File: config.mk
export PLATFORM = sky130hd
export DESIGN_NAME = string_to_integer_parser
export DESIGN_NICKNAME = d
export VERILOG_FILES = /design/src/rtl/stp_pkg.sv /design/src/rtl/stp_in_reg.sv /design/src/rtl/stp_core.sv /design/src/rtl/stp_out_reg.sv /design/src/rtl/string_to_integer_parser.sv
export VERILOG_INCLUDE_DIRS = /design/src /design/src/rtl
export SDC_FILE = /design/constraint.sdc
export NUM_CORES = 2
export LEC_CHECK = 0
export BUFFER_PORTS_ARGS = -buffer_cell sky130_fd_sc_hd__buf_2
export CAP_MARGIN = 20
export CORE_MARGIN = 5
export CORE_UTILIZATION = 59
export DETAILED_ROUTE_END_ITERATION = 12
export GPL_TIMING_DRIVEN = 0
export PLACE_DENSITY = 0.77
export SYNTH_ARGS = -nofsm -noshare
export SYNTH_HDL_FRONTEND = slang
export SYNTH_SLANG_ARGS = --single-unit
File: constraint.sdc
create_clock -name clock -period 10.08 [get_ports clock]
set_clock_uncertainty 0.15 [all_clocks]
set_input_delay 1.512 -clock clock [delete_from_list [all_inputs] [get_ports clock]]
set_output_delay 1.512 -clock clock [all_outputs]
set_load 0.01 [all_outputs]
File: src/rtl/assert_macros.svh
// Assertion helpers shared by the RTL. Every check is clocked on the rising
// edge of clock and is switched off while reset is high.
`ifndef ASSERT_MACROS_SVH
`define ASSERT_MACROS_SVH

// The expression must hold at every clock edge.
`define ASSERT_ALWAYS(label, expr, msg) \
   label: assert property (@(posedge clock) disable iff (reset) (expr)) else $error(msg);

// When the antecedent holds, the consequent must hold in the same cycle.
`define ASSERT_IMPLY(label, ante, cons, msg) \
   label: assert property (@(posedge clock) disable iff (reset) (ante) |-> (cons)) \
      else $error(msg);

`endif

File: src/rtl/stp_pkg.sv
package stp_pkg;

   localparam int VALUE_BITS = 64;
   localparam int COUNT_BITS = 16;
   localparam int RADIX_W    = 6;
   localparam int CHAR_W     = 8;
   localparam int DIGIT_W    = 7;
   localparam int RESULT_W   = 64;
   localparam int STATUS_W   = 2;
   localparam int CHARS_W    = 16;
   localparam int PROD_W     = VALUE_BITS + RADIX_W;
   localparam int SUM_W      = VALUE_BITS + RADIX_W + 1;

   localparam logic [STATUS_W-1:0] STATUS_OK        = 2'd0;
   localparam logic [STATUS_W-1:0] STATUS_RANGE     = 2'd1;
   localparam logic [STATUS_W-1:0] STATUS_BAD_RADIX = 2'd2;

   localparam logic [RADIX_W-1:0] RADIX_AUTO    = 6'd0;
   localparam logic [RADIX_W-1:0] RADIX_INVALID = 6'd1;
   localparam logic [RADIX_W-1:0] RADIX_BIN     = 6'd2;
   localparam logic [RADIX_W-1:0] RADIX_OCT     = 6'd8;
   localparam logic [RADIX_W-1:0] RADIX_DEC     = 6'd10;
   localparam logic [RADIX_W-1:0] RADIX_HEX     = 6'd16;
   localparam logic [RADIX_W-1:0] RADIX_TOP     = 6'd36;
   localparam logic [RADIX_W-1:0] RADIX_RESET   = RADIX_DEC;

   localparam logic [DIGIT_W-1:0] NO_DIGIT = 7'd99;

   localparam logic [CHAR_W-1:0] CH_TAB     = 8'd9;
   localparam logic [CHAR_W-1:0] CH_CR      = 8'd13;
   localparam logic [CHAR_W-1:0] CH_SPACE   = 8'd32;
   localparam logic [CHAR_W-1:0] CH_PLUS    = 8'h2B;
   localparam logic [CHAR_W-1:0] CH_MINUS   = 8'h2D;
   localparam logic [CHAR_W-1:0] CH_ZERO    = 8'h30;
   localparam logic [CHAR_W-1:0] CH_NINE    = 8'h39;
   localparam logic [CHAR_W-1:0] CH_UPPER_A = 8'h41;
   localparam logic [CHAR_W-1:0] CH_UPPER_B = 8'h42;
   localparam logic [CHAR_W-1:0] CH_UPPER_X = 8'h58;
   localparam logic [CHAR_W-1:0] CH_UPPER_Z = 8'h5A;
   localparam logic [CHAR_W-1:0] CH_LOWER_A = 8'h61;
   localparam logic [CHAR_W-1:0] CH_LOWER_B = 8'h62;
   localparam logic [CHAR_W-1:0] CH_LOWER_X = 8'h78;
   localparam logic [CHAR_W-1:0] CH_LOWER_Z = 8'h7A;

   // Magnitude of the most negative value; also its bit pattern.
   localparam logic [VALUE_BITS-1:0] MAG_LIMIT = {1'b1, {(VALUE_BITS-1){1'b0}}};
   localparam logic signed [VALUE_BITS-1:0] VALUE_MAX = {1'b0, {(VALUE_BITS-1){1'b1}}};
   localparam logic signed [VALUE_BITS-1:0] VALUE_MIN = {1'b1, {(VALUE_BITS-1){1'b0}}};
   localparam logic signed [RESULT_W-1:0] RESULT_MAX = RESULT_W'(VALUE_MAX);
   localparam logic signed [RESULT_W-1:0] RESULT_MIN = RESULT_W'(VALUE_MIN);
   localparam logic [COUNT_BITS-1:0] COUNT_MAX = {COUNT_BITS{1'b1}};

   typedef struct packed {
      logic [CHAR_W-1:0] char_byte;
      logic              starts_string;
   } req_word_type;

   typedef struct packed {
      logic signed [RESULT_W-1:0] parsed_value;
      logic [STATUS_W-1:0]        status;
      logic [CHARS_W-1:0]         chars_consumed;
   } rsp_word_type;

   // Value of a character as a digit (0 to 35), or NO_DIGIT.
   function automatic logic [DIGIT_W-1:0] digit_of(input logic [CHAR_W-1:0] c);
      logic [DIGIT_W-1:0] d;
      d = NO_DIGIT;
      if (c >= CH_ZERO && c <= CH_NINE) begin
         d = DIGIT_W'(c - CH_ZERO);
      end else if (c >= CH_LOWER_A && c <= CH_LOWER_Z) begin
         d = DIGIT_W'(c - CH_LOWER_A) + 7'd10;
      end else if (c >= CH_UPPER_A && c <= CH_UPPER_Z) begin
         d = DIGIT_W'(c - CH_UPPER_A) + 7'd10;
      end
      return d;
   endfunction

endpackage

File: src/rtl/stp_in_reg.sv
module stp_in_reg (
   input  logic                 clock,
   input  logic                 reset,
   input  logic                 req_valid,
   output logic                 req_stall,
   input  stp_pkg::req_word_type req_word,
   input  logic                 advance,
   output logic                 held_valid,
   output stp_pkg::req_word_type held_word
);
   import stp_pkg::*;

   logic         valid_ff;
   logic         valid_in;
   req_word_type word_ff;
   logic         take;

   // The register frees up in the same cycle that its word moves on.
   assign req_stall = valid_ff && !advance;
   assign take      = req_valid && !req_stall;
   assign valid_in  = take || (valid_ff && !advance);

   always_ff @(posedge clock) begin
      if (reset) begin
         valid_ff <= 1'b0;
      end else begin
         valid_ff <= valid_in;
      end
      if (take) begin
         word_ff <= req_word;
      end
   end

   assign held_valid = valid_ff;
   assign held_word  = word_ff;

endmodule

File: src/rtl/stp_core.sv
module stp_core (
   input  logic                  clock,
   input  logic                  reset,
   input  logic                  csr_write,
   input  logic [5:0]            csr_data,
   input  logic                  step,
   input  stp_pkg::req_word_type item,
   output logic                  res_valid,
   output stp_pkg::rsp_word_type res_word
);
   import stp_pkg::*;

   typedef enum logic [1:0] {
      PH_SPACE,
      PH_PREFIX,
      PH_ZERO,
      PH_DIGITS
   } phase_type;

   logic [RADIX_W-1:0]    radix_setting_ff;
   phase_type             phase_ff, phase_in;
   logic                  neg_ff, neg_in;
   logic [RADIX_W-1:0]    radix_ff, radix_in;
   logic [VALUE_BITS-1:0] acc_ff, acc_in;
   logic                  ovf_ff, ovf_in;
   logic [COUNT_BITS-1:0] count_ff, count_in;
   logic                  finished_ff, finished_in;

   function automatic logic [COUNT_BITS-1:0] sat_inc(input logic [COUNT_BITS-1:0] n);
      return (n == COUNT_MAX) ? n : n + 1'b1;
   endfunction

   always_comb begin
      logic [CHAR_W-1:0]     c;
      logic                  bad_radix;
      logic                  is_space;
      logic                  is_sign;
      logic                  at_prefix;
      logic                  at_zero;
      logic                  do_digit;
      logic [DIGIT_W-1:0]    dig;
      logic [PROD_W-1:0]     prod;
      logic [SUM_W-1:0]      sum;
      logic [VALUE_BITS-1:0] val;
      logic [STATUS_W-1:0]   st;

      c         = item.char_byte;
      bad_radix = (radix_setting_ff == RADIX_INVALID) || (radix_setting_ff > RADIX_TOP);
      is_space  = (c >= CH_TAB && c <= CH_CR) || c == CH_SPACE;
      is_sign   = (c == CH_MINUS) || (c == CH_PLUS);
      at_prefix = 1'b0;
      at_zero   = 1'b0;
      do_digit  = 1'b0;
      dig       = digit_of(c);
      prod      = '0;
      sum       = '0;
      val       = '0;
      st        = STATUS_OK;

      phase_in    = phase_ff;
      neg_in      = neg_ff;
      radix_in    = radix_ff;
      acc_in      = acc_ff;
      ovf_in      = ovf_ff;
      count_in    = count_ff;
      finished_in = finished_ff;
      res_valid   = 1'b0;
      res_word    = '0;

      if (step) begin
         if (item.starts_string) begin
            phase_in    = PH_SPACE;
            neg_in      = 1'b0;
            acc_in      = '0;
            ovf_in      = 1'b0;
            count_in    = '0;
            radix_in    = radix_setting_ff;
            finished_in = bad_radix;
         end
         if (item.starts_string && bad_radix) begin
            res_valid       = 1'b1;
            res_word.status = STATUS_BAD_RADIX;
         end else if (!finished_in) begin
            case (phase_in)
               PH_SPACE: begin
                  if (is_space) begin
                     count_in = sat_inc(count_in);
                  end else if (is_sign) begin
                     neg_in   = (c == CH_MINUS);
                     count_in = sat_inc(count_in);
                     phase_in = PH_PREFIX;
                  end else begin
                     at_prefix = 1'b1;
                  end
               end
               PH_PREFIX: at_prefix = 1'b1;
               PH_ZERO:   at_zero = 1'b1;
               default:   do_digit = 1'b1;
            endcase

            if (at_prefix) begin
               if (c == CH_ZERO && (radix_in == RADIX_AUTO || radix_in == RADIX_HEX ||
                                    radix_in == RADIX_BIN)) begin
                  count_in = sat_inc(count_in);
                  phase_in = PH_ZERO;
               end else begin
                  radix_in = (radix_in == RADIX_AUTO) ? RADIX_DEC : radix_in;
                  phase_in = PH_DIGITS;
                  do_digit = 1'b1;
               end
            end

            if (at_zero) begin
               if ((radix_in == RADIX_AUTO || radix_in == RADIX_HEX) &&
                   (c == CH_LOWER_X || c == CH_UPPER_X)) begin
                  radix_in = RADIX_HEX;
                  count_in = sat_inc(count_in);
                  phase_in = PH_DIGITS;
               end else if ((radix_in == RADIX_AUTO || radix_in == RADIX_BIN) &&
                            (c == CH_LOWER_B || c == CH_UPPER_B)) begin
                  radix_in = RADIX_BIN;
                  count_in = sat_inc(count_in);
                  phase_in = PH_DIGITS;
               end else begin
                  // The leading zero was itself a digit of value zero.
                  radix_in = (radix_in == RADIX_AUTO) ? RADIX_OCT : radix_in;
                  phase_in = PH_DIGITS;
                  do_digit = 1'b1;
               end
            end

            if (do_digit) begin
               if (dig >= {1'b0, radix_in} || radix_in < RADIX_BIN) begin
                  if (neg_in) begin
                     val = ovf_in ? VALUE_MIN : ('0 - acc_in);
                     st  = ovf_in ? STATUS_RANGE : STATUS_OK;
                  end else if (ovf_in || acc_in == MAG_LIMIT) begin
                     val = VALUE_MAX;
                     st  = STATUS_RANGE;
                  end else begin
                     val = acc_in;
                  end
                  res_valid               = 1'b1;
                  res_word.parsed_value   = RESULT_W'(signed'(val));
                  res_word.status         = st;
                  res_word.chars_consumed = CHARS_W'(count_in);
                  finished_in             = 1'b1;
               end else begin
                  // Overflow is exact: the new magnitude may reach the limit but not pass it.
                  prod = PROD_W'(acc_in) * PROD_W'(radix_in);
                  sum  = SUM_W'(prod) + SUM_W'(dig);
                  if (!ovf_in) begin
                     if (sum > SUM_W'(MAG_LIMIT)) begin
                        ovf_in = 1'b1;
                     end else begin
                        acc_in = sum[VALUE_BITS-1:0];
                     end
                  end
                  count_in = sat_inc(count_in);
               end
            end
         end
      end
   end

   always_ff @(posedge clock) begin
      if (reset) begin
         radix_setting_ff <= RADIX_RESET;
         phase_ff         <= PH_SPACE;
         neg_ff           <= 1'b0;
         radix_ff         <= RADIX_AUTO;
         ovf_ff           <= 1'b0;
         count_ff         <= '0;
         finished_ff      <= 1'b1;
      end else begin
         if (csr_write) begin
            radix_setting_ff <= csr_data;
         end
         phase_ff    <= phase_in;
         neg_ff      <= neg_in;
         radix_ff    <= radix_in;
         ovf_ff      <= ovf_in;
         count_ff    <= count_in;
         finished_ff <= finished_in;
      end
      acc_ff <= acc_in;
   end

endmodule

File: src/rtl/stp_out_reg.sv
module stp_out_reg (
   input  logic                  clock,
   input  logic                  reset,
   input  logic                  push,
   input  stp_pkg::rsp_word_type push_word,
   output logic                  rsp_valid,
   input  logic                  rsp_stall,
   output stp_pkg::rsp_word_type rsp_word
);
   import stp_pkg::*;

   logic         valid_ff;
   logic         valid_in;
   rsp_word_type word_ff;

   // A push only happens when the register is empty or its word is being taken.
   assign valid_in = push || (valid_ff && rsp_stall);

   always_ff @(posedge clock) begin
      if (reset) begin
         valid_ff <= 1'b0;
      end else begin
         valid_ff <= valid_in;
      end
      if (push) begin
         word_ff <= push_word;
      end
   end

   assign rsp_valid = valid_ff;
   assign rsp_word  = word_ff;

endmodule

File: src/rtl/string_to_integer_parser.sv
// Streaming strtol-style parser: one character word is accepted per clock cycle
// while the output side does not stall, and a result word appears once the character
// that ends the number has passed the input register, then the parse step into the
// output register. The one-per-cycle rate is set by the accumulator update, a multiply
// by the radix plus the digit and the exact overflow compare, all combinational. The
// radix register is sampled when a word with starts_string set is parsed, so write
// it only while the block is idle; an invalid radix gives a status 2 result at once.
`include "assert_macros.svh"

module string_to_integer_parser (
   input  logic                  clock,
   input  logic                  reset,
   input  logic                  req_valid,
   output logic                  req_stall,
   input  stp_pkg::req_word_type req_word,
   output logic                  rsp_valid,
   input  logic                  rsp_stall,
   output stp_pkg::rsp_word_type rsp_word,
   input  logic                  csr_valid,
   output logic                  csr_ready,
   input  logic [5:0]            csr_data
);
   import stp_pkg::*;

   logic         held_valid;
   req_word_type held_word;
   logic         advance;
   logic         res_valid;
   rsp_word_type res_word;

   assign csr_ready = 1'b1;

   // The parse step runs whenever a word is held and the output register can take its result.
   assign advance = held_valid && (!rsp_valid || !rsp_stall);

   stp_in_reg u_in_reg (
      .clock      (clock),
      .reset      (reset),
      .req_valid  (req_valid),
      .req_stall  (req_stall),
      .req_word   (req_word),
      .advance    (advance),
      .held_valid (held_valid),
      .held_word  (held_word)
   );

   stp_core u_core (
      .clock     (clock),
      .reset     (reset),
      .csr_write (csr_valid && csr_ready),
      .csr_data  (csr_data),
      .step      (advance),
      .item      (held_word),
      .res_valid (res_valid),
      .res_word  (res_word)
   );

   stp_out_reg u_out_reg (
      .clock     (clock),
      .reset     (reset),
      .push      (res_valid),
      .push_word (res_word),
      .rsp_valid (rsp_valid),
      .rsp_stall (rsp_stall),
      .rsp_word  (rsp_word)
   );

   `ASSERT_IMPLY(a_bad_radix_empty, rsp_valid && rsp_word.status == STATUS_BAD_RADIX, rsp_word.parsed_value == '0 && rsp_word.chars_consumed == '0, "invalid radix result carries a value or count")
   `ASSERT_IMPLY(a_range_saturates, rsp_valid && rsp_word.status == STATUS_RANGE, rsp_word.parsed_value == RESULT_MAX || rsp_word.parsed_value == RESULT_MIN, "out of range result is not saturated")
   `ASSERT_IMPLY(a_no_stall_when_empty, !rsp_valid, !req_stall, "input stalled while the output register is empty")
   `ASSERT_ALWAYS(a_status_code, rsp_word.status <= STATUS_BAD_RADIX || !rsp_valid, "result status has an undefined code")

endmodule
---- Word level (Yosys, flattened, before mapping) ----
Index checks and enable logic that the tools add are counted.
W data, S select, Z words.
cells by class
  add/subtract/negate cells ............... 11
  multipliers ............................. 1
  magnitude comparators ................... 12
  eq/ne operators ......................... 20
  mux-type cells .......................... 120
  bitwise logic cells ..................... 3
  reduce and logical (&&, ||, !) cells .... 35
operators with widths
  kind                     count
  $mux W64                 11
  $mux W16                 27
  $mux W6                  17
  $add A70 B7 Y71          1
  $gt A71 B64 Y1 const B   1
  $mul A64 B6 Y70          1
  $add A16 B1 Y16 const B  4
  $eq A16 B16 Y1 const B   4
  $eq A64 B64 Y1 const B   1
  $sub A1 B64 Y64 const A  1
  $mux W18                 3
  $mux W1                  47
  $eq A8 B6 Y1 const B     4
  $eq A8 B7 Y1 const B     4
  $mux W2                  11
  $mux W7                  3
  $ge A8 B7 Y1 const B     2
  $le A8 B7 Y1 const B     2
  $add A7 B4 Y7 const B    2
  $logic_or A1 B1 Y1       14
  $sub A7 B7 Y7 const B    2
  $eq A6 B2 Y1 const B     2
  $eq A6 B5 Y1 const B     2
  $logic_and A1 B1 Y1      12
  other kinds (18)         24
storage, ports and cells
  register bits after elaboration ......... 190
  input bits .............................. 20
  output and inout bits ................... 85
  word-level logic and storage cells ...... 218

---- Logic depth before layout (Yosys ltp) ----
  depth in word-level cells ............... 33
  mapped depth ............................ 44
  gate-level depth less buffers ........... 39

---- Cells and area by module ----
From an unflattened synthesis, not the netlist that was laid out.
second synthesis, totals
  cell total of the unflattened synthesis .. 2887
  area, all modules ....................... 25134.1 µm²
modules (own cells, without submodules)
  module                    times used  cells an instance  area an instance (µm²)  sequential area each (µm²)
  stp_core                  1           2786               22300.1                 2582.5
  stp_out_reg               1           85                 2491.1                  2482.4
  stp_in_reg                1           13                 320.3                   290.3
  string_to_integer_parser  1           3                  22.5                    0.0

---- Worst setup path before layout ----
No wires, ideal clock.
  path type ............................... reg-to-reg
  start ................................... reg u_in_reg.word_ff (netlist bit u_in_reg.held_word[0])
  end ..................................... reg u_core.acc_ff[30], data pin
  setup time .............................. 0.279 ns
  arrival ................................. 9.627 ns
  required time ........................... 9.651 ns
  slack ................................... 0.024 ns
  stages on the path, launching flop included .. 37
  buffers on the path ..................... 10
  period minus slack after synthesis ...... 10.056 ns
  path through ............................ edfxtp_1 -> clkbuf_1 -> clkbuf_1 -> clkbuf_1 -> buf_1 -> buf_1 -> buf_1 -> clkbuf_1 -> clkbuf_1 -> nor2b_1 -> inv_1 -> nor2_1 -> fa_1 -> fa_1 -> fa_1 -> inv_1 -> fa_1 -> inv_1 -> ha_1 -> o21a_1 -> o21ai_0 -> nand2_1 -> nand3_1 -> o22ai_1 -> o21ai_0 -> a2111oi_0 -> nor4bb_1 -> or3b_2 -> a21oi_1 -> nor4b_1 -> nand4_1 -> o31ai_1 -> nand3_1 -> nor3_1 -> clkbuf_1 -> clkbuf_1 -> mux2i_1
between the ends
  longest elaborated chain between the ends .. 29
  elaborated cells on any way between the ends .. 70
  those cells by class .................... 1 x add/sub; 1 x mul; 3 x order compare; 6 x eq/ne; 46 x mux; 13 x reduce/logical
ends and longest elaborated chain
  element                                            RTL line                         source
  start: declaration                                 stp_in_reg.sv:15                 req_word_type word_ff;
  start signal: assignment                           stp_in_reg.sv:30                 word_ff <= req_word;
  $mux W2 or $mux W6 (tied branches)                 stp_core.sv:71                   if (item.starts_string) begin
  $mux W2 or $mux W6 (tied branches)                 stp_core.sv:70                   if (step) begin
  $eq A2 B1 Y1 (tied with other cells)               stp_core.sv:84                   case (phase_in)
  $pmux W1 S2 or $logic_or A1 B1 Y1 (tied branches)  stp_core.sv:84, stp_core.sv:102
  $mux W1 or $logic_or A1 B1 Y1 (tied branches)      stp_core.sv:83, stp_core.sv:102
  $mux W1 or $logic_and A1 B1 Y1 (tied branches)     stp_core.sv:80, stp_core.sv:102
  $mux W1 or $mux W6 (tied branches)                 stp_core.sv:70, stp_core.sv:102
  $mux W6                                            stp_core.sv:101                  if (at_prefix) begin
  (+13 left out)                                     n/a
  $add A70 B7 Y71                                    stp_core.sv:151                  sum = SUM_W'(prod) + SUM_W'(dig);
  $gt A71 B64 Y1                                     stp_core.sv:153                  if (sum > SUM_W'(MAG_LIMIT)) begin
  $mux W64                                           stp_core.sv:153
  $mux W64                                           stp_core.sv:152                  if (!ovf_in) begin
  $mux W64                                           stp_core.sv:133                  if (dig >= {1'b0, radix_in} || radix_in < RADIX_BIN) begin
  $mux W64                                           stp_core.sv:132                  if (do_digit) begin
  $mux W64                                           stp_core.sv:83                   end else if (!finished_in) begin
  $mux W64 *                                         stp_core.sv:80                   if (item.starts_string && bad_radix) begin
  end signal: assignment                             stp_core.sv:186                  acc_ff <= acc_in;
  end: declaration                                   stp_core.sv:24                   logic [VALUE_BITS-1:0] acc_ff, acc_in;
Mark *: on every way between the ends. The rest lies on a longest branch, timed or not. The select of a mux whose other input is x is not followed.
A chain may end at the register's enable or synchronous reset.

---- Worst setup path after layout ----
  start ................................... reg u_in_reg.word_ff (netlist bit u_in_reg.held_word[0])
  end ..................................... reg u_core.acc_ff[11], data pin
Same word-level chain as after synthesis.

==> results.toml <==
[yosys]
ys_top_cells_by_area = "fa_1, edfxtp_1, ha_1"
seq_area_frac_synth = 0.213
ys_types = 98
synthTopCellsByCount = "nor2_1, nand2_1, fa_1"
synth_area_leader_cell = "fa_1"
synth.avg_cell_area_um2 = 8.53
ys_seq_elements = 190
syn_inst = 2953
synthFlopType = "edfxtp_1"
synth_edf_count = 155
synthesis.nets = 3396
async_flop_share = 0
synth_most_common_cell = "nor2_1"
yosysWarnings = 0
synth_area_mm2 = 0.0252
yosysTopAreaCellShare = 0.201

[clock_tree]
cts_root_buf = "clkbuf_16"
cts_hold_buf = 0
clkTransAtPathRegs_ns = 0.09
clock_latency_ns = 0.48
cts_max_level = 4
cts_tree = "done"
cts.sinks = 190
cts_buffer_depth = 2
numCtsBuffers = 17

[hold_path]
min_path_type = "reg -> reg"

[setup_path]
slowest_delay_ns = 0.56
crit_path_end_kind = "flip-flop"
path_buf_inv = 13
crit_slowest_cell = "fa_1"
regToRegSetupSlack_ns = 0.03
cp.arrival_ns = 10.09
crit_type = "reg -> reg"
required_ns = 10.13
crit_path_max_fanout = 10
cp-start-kind = "flip-flop"
path_delay_family = "buffers and inverters"

[power]
leakage_nw = 12.6
ir_drop_uv = 92.5
power_mw = 3.03
power_density_mw_per_mm2 = 106

[final_layout]
fin_cells = 3665
nets = 3555
layout-drive-gt1-share = 0.146
nFillCells = 3431
syn_to_final_growth_pct = 13.4
post-route-util = 0.678

[route]
post_drt_wl_per_cell_um = 24.6
detail-route-antenna-nets = 0
drtIter0Drc = 3062
viasPerCell = 6.74
vias = 24700
wl_mm = 90.2
drc_errors = 0
dr.pass1.iters = 6

[global_routing]
antenna_found_initial = 2
grt_pass1_wl_mm = 136
grt_max_degree = 59
track_usage = 0.374
grt_pass1_vias = 23700
grt.overflow.total = 0

[floorplan]
io-pin-count = 105
die_h_um = 217
die-area_mm2 = 0.0469
die_w_um = 217
core_area_mm2 = 0.0421
fp-row-count = 75
initial_core_util = 0.598

[timing]
finalSetupViolations = 0
worst_pin_slew_ns = 0.999
final-max-slew-violation-count = 0
slew_headroom = 0.334
fin_crit_sh = 0.997
period_needed_ns = 10.05
hold_viol_final = 0
fmax_mhz = 99.6
fin_setup_tns_ns = 0

[place]
place_congestion = 0.999
hpwlAfterDp_mm = 70.6
port_buffers = 102
dpl.cell_count = 3598

[job]
maxCapViolations = 0

[status]
status = "completed"
where the power goes:
group | internal (mW) | leakage, nW | total (mW) | switching [mW]
combinational | 0.494 | 10.5 | 1.40 | 0.906
sequential | 0.886 | 1.80 | 0.914 | 0.0278
clock | 0.373 | 0.285 | 0.719 | 0.346
what timing repair did:
item | in CTS | in global routing
gates cloned | 0 | 0
endpoints found under the hold margin | 0 | 0
setup endpoints to repair | 90 | 65
gates resized for setup | 175 | 135
pin swaps | 23 | 54
buffers inserted | 24 | 23
final timing paths:
path                                         from                         endpoint  depth (start not counted)
setup / recovery  u_in_reg.held_word[0]$_DFFE_PP_      u_core.acc_ff[11]$_DFFE_PP_                         35
hold / removal    u_core.radix_ff[1]$_SDFFE_PP0P_  u_core.radix_ff[1]$_SDFFE_PP0P_                          2
setup reg to reg  u_in_reg.held_word[0]$_DFFE_PP_      u_core.acc_ff[11]$_DFFE_PP_                         35
hold reg to reg   u_core.radix_ff[1]$_SDFFE_PP0P_  u_core.radix_ff[1]$_SDFFE_PP0P_                          2
area by class of cell:
type | instances | area [µm²] | share of cell area
Sequential cell | 190 | 5360 | 0.187
Timing Repair Buffer | 154 | 937 | 0.0328
Antenna cell | 1 | 2.50 | 0.0000876
Multi-Input combinational cell | 2466 | 19700 | 0.690
Tap cell | 539 | 674 | 0.0236
Clock buffer | 17 | 425 | 0.0149
Clock inverter | 15 | 175 | 0.00613
Inverter | 129 | 484 | 0.0170
Buffer | 154 | 811 | 0.0284
cells by family (layout without fill, tap and decap cells):
| group | after synthesis | count (layout) | synth area share |
|---|---|---|---|
| AOI/OAI and AO/OA | 648 | 648 | 0.163 |
| DFF | 190 | 190 | 0.213 |
| other | 1 | 2 | 0.000149 |
| adders and majority gates | 423 | 423 | 0.286 |
| buffers and inverters | 297 | 469 | 0.0447 |
| and+or+nand+nor | 1217 | 1217 | 0.226 |
| xor gates and xnor gates | 100 | 100 | 0.0351 |
| muxes | 77 | 77 | 0.0325 |
worst reg2reg max path, delay by kind of cell (launching register included):
kind / cells / cell delay [ns]
compound gates: 7 / 1.63
buf+inv: 13 / 2.60
xor+xnor: 1 / 0.39
mux: 1 / 0.19
simple gates: 8 / 2.00
flops: 1 / 0.43
fa+ha+maj: 5 / 2.37
sequential cells by signal (all words and copies together), names as in the netlist:
signal and cells:
u_out_reg.rsp_word 82, u_core.acc_ff 64, u_core.count_ff 16, u_in_reg.held_word 9, u_core.radix_ff 6, u_core.radix_setting_ff 6
u_core.phase_ff 2, u_core.finished_ff 1, u_core.neg_ff 1, u_core.ovf_ff 1, u_in_reg.held_valid 1, u_out_reg.rsp_valid 1
cell usage in the layout (no fill, tap or decap), types with 48 or more instances in the layout:
| master | n |
|---|---|
| buf_4 | 57 |
| nor2b_1 | 58 |
| a31oi_1 | 48 |
| a21oi_1 | 179 |
| edfxtp_1 | 155 |
| clkbuf_1 | 91 |
| nor3_1 | 65 |
| nor2_1 | 476 |
| nand2_1 | 262 |
| buf_2 | 116 |
| o21ai_0 | 138 |
| inv_1 | 122 |
| ha_1 | 147 |
| fa_1 | 251 |
| a21o_1 | 82 |
| nand3_1 | 100 |
per-layer routing:
layer,track usage,part of all wire
met5,0,0.00016
met4,0.188,0.061
met3,0.0802,0.11
met2,0.593,0.45
met1,0.487,0.38
stage by stage:
step	worst slack, ns	hold slack, ns	instance area (µm²)
global placement	-5.34	0.304	26400
finish	0.0349	0.364	28600
floorplan	0.0242	0.294	25200
global route	-0.0895	0.394	28600
detailed placement	-5.55	0.324	26400
CTS	0.0102	0.364	27800
No activity file was read; power rests on OpenSTA's default activity.
